$ cat src/design/sine_pwm_inverter_controller_top_macros.svh
// Assertion macros for the sine PWM inverter controller.
// Used by the top level only; empty bodies for synthesis.
`ifndef SINE_PWM_INVERTER_CONTROLLER_TOP_MACROS_SVH
`define SINE_PWM_INVERTER_CONTROLLER_TOP_MACROS_SVH
`ifndef SYNTHESIS
`define SPI_ASSERT(label, clk, rst_n, prop) \
  label: assert property (@(posedge clk) disable iff (!rst_n) prop) else $error("%m failed");
`define SPI_ASSERT_RST(label, clk, prop) \
  label: assert property (@(posedge clk) prop) else $error("%m failed");
`else
`define SPI_ASSERT(label, clk, rst_n, prop)
`define SPI_ASSERT_RST(label, clk, prop)
`endif
`endif

$ cat src/design/spi_pkg.sv
// Package for the sine PWM inverter controller: types, constants, sine table.
// No dependencies.
`default_nettype none
package spi_pkg;
  localparam int PWM_CENTER = 1024;
  localparam logic [15:0] RAMP_MASK = 16'd255;
  localparam logic [15:0] RECOVER_MASK = 16'd15;
  localparam int SINE_TABLE_SIZE = 512;
  localparam int TAB_AW = $clog2(SINE_TABLE_SIZE);
  localparam int QTR = SINE_TABLE_SIZE / 4;
  localparam logic [15:0] LOW_SUPPLY_MV = 16'd1000;
  localparam int DIV_STEPS = 48;

  // reciprocals of the Taylor denominators (2n)(2n+1), scaled by 2^72
  localparam logic [127:0] TAYLOR_RECIP [9] = '{
    (128'd1 << 72) / 128'd6 + 128'd1,
    (128'd1 << 72) / 128'd20 + 128'd1,
    (128'd1 << 72) / 128'd42 + 128'd1,
    (128'd1 << 72) / 128'd72 + 128'd1,
    (128'd1 << 72) / 128'd110 + 128'd1,
    (128'd1 << 72) / 128'd156 + 128'd1,
    (128'd1 << 72) / 128'd210 + 128'd1,
    (128'd1 << 72) / 128'd272 + 128'd1,
    (128'd1 << 72) / 128'd342 + 128'd1
  };

  typedef enum logic [1:0] {
    CMD_FAST = 2'd0, CMD_SLOW = 2'd1, CMD_PEAK = 2'd2, CMD_RESTART = 2'd3
  } cmd_t;

  typedef enum logic [2:0] {
    CFG_PHASE_STEP = 3'd0, CFG_TRIP = 3'd1, CFG_DEBOUNCE = 3'd2, CFG_BLANK = 3'd3,
    CFG_TEMP_LIMIT = 3'd4, CFG_TEMP_CLEAR = 3'd5, CFG_AMP_LIMIT = 3'd6, CFG_REG_K = 3'd7
  } cfg_idx_t;

  typedef enum logic [2:0] {
    ST_IDLE, ST_INTERP, ST_SCALE, ST_DIV, ST_DONE
  } state_t;

  typedef struct packed {
    logic load;    // latch request, do scalar updates
    logic interp;  // capture interpolated sine
    logic scale;   // compute deviation
    logic div_start;
    logic div_step;
    logic div_end;
    logic finish;  // load output register
  } ctrl_t;

  typedef struct packed {
    logic is_fast_run;  // fast sample not faulted after update
    logic needs_div;
    logic div_last;
  } stat_t;

  // Q31 sine by quadrant symmetry and Taylor series; constant evaluation only
  function automatic logic signed [31:0] sine_of_phase(input logic [31:0] u);
    logic [1:0] quad;
    logic [63:0] r, x, x2, term, t;
    logic [127:0] prod;
    logic signed [63:0] sum;
    quad = u[31:30];
    r = {34'd0, u[29:0]};
    if (quad[0]) r = 64'h4000_0000 - r;
    x = (r * 64'd1686629713) >> 30;
    x2 = (x * x) >> 30;
    term = x;
    sum = $signed(x);
    for (int n = 1; n <= 9; n++) begin
      t = (term * x2) >> 30;
      prod = 128'(t) * TAYLOR_RECIP[n - 1];
      term = 64'(prod >> 72);
      sum = n[0] ? sum - $signed(term) : sum + $signed(term);
    end
    if (sum < 0) sum = 0;
    sum = sum * 2;
    if (sum > 64'sh7FFF_FFFF) sum = 64'sh7FFF_FFFF;
    return quad[1] ? -sum[31:0] : sum[31:0];
  endfunction

  function automatic logic [QTR:0][31:0] build_quarter();
    logic [QTR:0][31:0] q;
    for (int j = 0; j <= QTR; j++) q[j] = sine_of_phase(32'(j) << (32 - TAB_AW));
    return q;
  endfunction

  // first quadrant of the table, both ends included
  localparam logic [QTR:0][31:0] SINE_QTR = build_quarter();

  function automatic logic signed [31:0] sine_entry(input logic [TAB_AW-1:0] k);
    logic [TAB_AW-3:0] j;
    logic [TAB_AW-2:0] jj;
    logic signed [31:0] v;
    j = k[TAB_AW-3:0];
    jj = k[TAB_AW-2] ? (TAB_AW-1)'(QTR) - {1'b0, j} : {1'b0, j};
    v = SINE_QTR[jj];
    return k[TAB_AW-1] ? -v : v;
  endfunction
endpackage
`default_nettype wire

$ cat src/design/spi_ctrl.sv
// Sequencer for the sine PWM inverter controller.
// Depends on spi_pkg.
`default_nettype none
module spi_ctrl (
  input  wire logic          clk,
  input  wire logic          rst_n,
  input  wire logic          in_valid,
  output logic               in_ready,
  input  wire logic          out_free,
  input  wire spi_pkg::stat_t stat,
  output spi_pkg::ctrl_t     ctrl
);
  import spi_pkg::*;
  state_t state_r, state_nxt;

  always_ff @(posedge clk) begin
    if (!rst_n) state_r <= ST_IDLE;
    else state_r <= state_nxt;
  end

  always_comb begin
    state_nxt = state_r;
    ctrl = '0;
    in_ready = (state_r == ST_IDLE);
    unique case (state_r)
      ST_IDLE: begin
        if (in_valid) begin
          ctrl.load = 1'b1;
          state_nxt = ST_INTERP;
        end
      end
      ST_INTERP: begin
        ctrl.interp = 1'b1;
        state_nxt = ST_SCALE;
      end
      ST_SCALE: begin
        ctrl.scale = 1'b1;
        if (stat.needs_div) begin
          ctrl.div_start = 1'b1;
          state_nxt = ST_DIV;
        end else begin
          state_nxt = ST_DONE;
        end
      end
      ST_DIV: begin
        ctrl.div_step = 1'b1;
        if (stat.div_last) begin
          ctrl.div_end = 1'b1;
          state_nxt = ST_DONE;
        end
      end
      ST_DONE: begin
        if (out_free) begin
          ctrl.finish = 1'b1;
          state_nxt = ST_IDLE;
        end
      end
      default: state_nxt = ST_IDLE;
    endcase
  end
endmodule
`default_nettype wire

$ cat config.mk
export PLATFORM = sky130hd
export DESIGN_NAME = spi_ctrl
export DESIGN_NICKNAME = d
export VERILOG_FILES = /design/src/design/sine_pwm_inverter_controller_top_macros.svh /design/src/design/spi_pkg.sv /design/src/design/spi_ctrl.sv
export SDC_FILE = /design/constraint.sdc
export NUM_CORES = 1
export LEC_CHECK = 0
export BUFFER_PORTS_ARGS = -buffer_cell sky130_fd_sc_hd__buf_4
export CAP_MARGIN = 5
export CORE_AREA = 3 3 40 42
export CTS_CLUSTER_DIAMETER = 200
export CTS_CLUSTER_SIZE = 8
export DETAILED_ROUTE_END_ITERATION = 10
export DIE_AREA = 0 0 43 45
export SLEW_MARGIN = 15
export SYNTH_ARGS = -nofsm -noshare
export SYNTH_HDL_FRONTEND = slang
export SYNTH_SLANG_ARGS = --single-unit
$ cat constraint.sdc
create_clock -name clk -period 1.15 [get_ports clk]
set_input_delay 0.1725 -clock clk [delete_from_list [all_inputs] [get_ports clk]]
set_output_delay 0.1725 -clock clk [all_outputs]
set_load 0.02 [all_outputs]
* Word level (Yosys, flattened, before mapping)
Index checks and enable logic that the tools add are counted.
** Word-level totals
- Register bits :: 3
- Bits in read-only memories :: 0
- Bits in writable memories :: 0
- Latch bits :: 0
- Memories :: 0
- Output and inout bits :: 8
- Input bits :: 7
** Operators by class
- Div/mod/pow operators :: 0
- $add $sub $neg :: 0
- Mux-type cells :: 14
- Reductions and logical operators :: 2
- Multiply operators :: 0
- Bitwise operators :: 0
- Eq/ne operators :: 7
- $lt $le $gt $ge :: 0
- Shifts and indexed selects :: 0
** Operators with widths (number)
- $pmux W3 S5 :: 1
- $mux W3 :: 4
- $mux W1 :: 7
- $eq A3 B2 Y1 const B :: 2
- $ne A2 B2 Y1 const B :: 3
- $mux W2 :: 2
- $eq A3 B1 Y1 const B :: 1
- $eq A3 B3 Y1 const B :: 1
- $logic_not A3 Y1 :: 1
- $reduce_and A3 Y1 :: 1

* Longest topological paths before layout
- Word-level depth :: 3
- Depth in mapped cells :: 4

* Worst setup path after synthesis
Ideal clock, no wire load.
- Kind :: flip-flop to output port
- Start :: register state_r[0]
- End :: output port ctrl[6] (netlist bit)
- Setup slack :: -343 ps
- Stages on the path, launching flop included :: 4
- Data required time :: 978 ps
- Buffers on the path :: 1
- Arrival time :: 1321 ps
- Path through :: dfxtp_1 -> buf_2 -> nor3_1 -> and2_1
** RTL lines
- start: declaration :: RTL line spi_ctrl.sv:14 : state_t state_r, state_nxt;
- start signal: assignment :: RTL line spi_ctrl.sv:18 : else state_r <= state_nxt;
- end: declaration :: RTL line spi_ctrl.sv:11 : output spi_pkg::ctrl_t ctrl

==> run metrics <==
TNS Setup=-0.960 ns; Ant. Diodes=0; CTS H-tree lvls=1; GR met3 Demand/Resource=5.18%; M1 GR Usage=9.64%; multiplexer share of the synthesized area=0%; required time of the critical path=0.98 ns; Tightest Hold Check Type=primary input to flip-flop; layer with the highest usage=met2; Top reg by flops=state_r; post-synthesis simple-gate area fraction=41.4%; DR DRC count=0; first-pass GRT wire length=1220 um; Compound-Gate Fraction of Synth Area=25.6%; largest family of logic cells by synthesized area=simple AND/OR/NAND/NOR gates; Clock Skew=0.00430 ns; die area=1940 um2; Slew Viols, Final=0; largest net degree at the start of global routing=14; chip height=45 um; Reg2Reg Setup Slack=-0.07 ns; Final min period=1.31 ns; share of the synthesized area in the top cell type=22.3%; Inst Count DP=62; Tot Pwr=1.02 mW; initial antenna violation count=0; VDD IR-drop max=0.906 mV; sequential area share after synthesis=22.3%; Finished Layout Cells=70; failing checks=negative setup slack; io pins=15; Synth area leader=dfxtp_1; pre-CTS setup slack=-0.0299 ns; Max FO, Critical Path=4; die width=43 um; final worst slack=-0.158 ns; DR iter-0 viols=0; hold endpoint=state_r[2]; synth top area cells=dfxtp_1, a2111oi_4, nand2b_1; Post-layout nets=63; Vias=319; Worst-Skew Late Latency=0.23 ns; GP Congestion=0.770; RSZ-0062 raised after global routing=yes; CP arrival=1.14 ns; CTS tree=yes; top flop regs=state_r (3); WL per Instance=9.91 um; grt total ovfl=0; met2 Usage GRT=13.8%; Avg Cell Area, Syn=8.15 um2; Cell variety after synth=21; initial core utilization=20.9%; net count after synthesis=40; Synth Area in Adders=0%; Ys Warns=0; final setup vio count=10; Hold Path Cell Cnt=2; port bufs=13; maxcap violations=0; FP Rows=13; detailed placement HPWL=479 um; CTS Hold Bufs=0; Hold Crit Start=rst_n; Static Leakage=0.245 nW; pwr/cell area=1980 nW/um2; Post-Route WL=694 um; final hold viol count=0; GR Util All Layers=8.49%; Synth Cell Area=269 um2; share of cells above drive strength 1=67.3%; vias in the first global route=296; Synth Instances=33; CTS Buffer Depth=2; Worst Setup End Kind=output pin; final worst-path cycle share=114%; max reg flops=3; fin util=40.1%; critical path type=flip-flop to output pin; Synth Area in XOR/XNOR=0%; Clock Tree Root=clkbuf_4; Sink Count=3; via/cell ratio=4.56; CTS Buf Count=3; Routed Antenna Nets=0; Clock Pin Slew Worst Setup and Hold Paths=0.04 ns; #FFs+latches synth=3; status=finished with violations; Slew HR=78.0%; worst reg-to-reg path cell count=4; Layout area overhead=91.6%; f_max=0.765 GHz; Core Area=1280 um2; Tightest Pin Transition=0.329 ns; Pre-Repair DR Iteration Count=1; r2r startpoint=state_r[2]; Worst Setup Start Kind=flip-flop; reg2reg end=state_r[2]
synthesized netlist by cell type:
master     instances
and2_1             2
nor4_1             1
nand2_1            2
a31oi_1            1
nor2b_1            1
o211a_1            1
nor2_1             4
a2111oi_4          1
and2_0             1
and3_1             1
nor3_1             2
buf_2              2
nor2b_2            1
nand4_1            1
dfxtp_1            3
nand2b_1           3
inv_1              2
nor3b_1            1
o41ai_2            1
buf_6              1
a2bb2oi_1          1
final cells by class:
type | count | area (um2)
multi-input cells | 25 | 218
inverters | 2 | 7.51
fillers | 137 | 769
flip-flops and latches | 3 | 68.8
repair buffers | 21 | 176
clock buffers | 4 | 26.3
well taps | 15 | 18.8
cell usage in the layout (no fill, tap or decap), drive strengths merged:
cell type	count
o211a	1
nor2b	2
nor3	2
nand4	1
dfxtp	3
a2bb2oi	1
buf	21
nor2	4
o41ai	1
a31oi	1
and2	3
nand2	2
a2111oi	1
nor3b	1
nand2b	3
nor4	1
clkbuf	4
and3	1
inv	2
logic make-up (layout without fill, tap and decap cells):
logic type	Yosys count	in the layout
buffers and inverters	5	27
DFF	3	3
AOI/OAI and AO/OA	5	5
and+or+nand+nor	20	20
metrics by stage:
step / area (um2) / hold WS, ns
finish: 515 / 0.195
global placement: 408 / 0.427
CTS: 497 / 0.182
global route: 515 / 0.188
floorplan: 283 / 0.306
detailed placement: 408 / 0.428
per-layer routing:
| layer | vias up | routed length, um | share of wire [%] |
|---|---|---|---|
| met5 | - | 0 | 0 |
| met4 | 0 | 0 | 0 |
| met3 | 0 | 73 | 11 |
| met2 | 13 | 332 | 48 |
| met1 | 144 | 288 | 41 |
| li1 | 162 | - | - |
repair_timing:
action | in CTS | in global routing
pin swaps | 6 | 4
gates cloned | 0 | 0
setup buffers | 3 | 1
setup endpoints to repair | 9 | 10
resized for setup | 12 | 3
power by group:
part / internal, mW / leakage (nW) / switching (mW)
Clock: 0.130 / 0.0150 / 0.0505
Sequential: 0.147 / 0.0264 / 0.0709
Combinational: 0.357 / 0.203 / 0.268
worst max path at each step:
stage | startpoint | endpoint | slack (ns)
after global routing | state_r[2] | ctrl[6] | -0.22
after detailed placement | state_r[0] | ctrl[3] | -0.03
final | state_r[2] | ctrl[6] | -0.16
after global placement | state_r[0] | ctrl[3] | -0.03
after CTS | state_r[2] | ctrl[6] | -0.18
after floorplan | state_r[1] | ctrl[6] | -0.13
critical path, cell delays in order, from the launching register on:
cell,delay [ns]
dfxtp_4,0.35
buf_6,0.13
nor3_4,0.16
and2_4,0.16
buf_6,0.10
(Power assumes the default switching activity.)
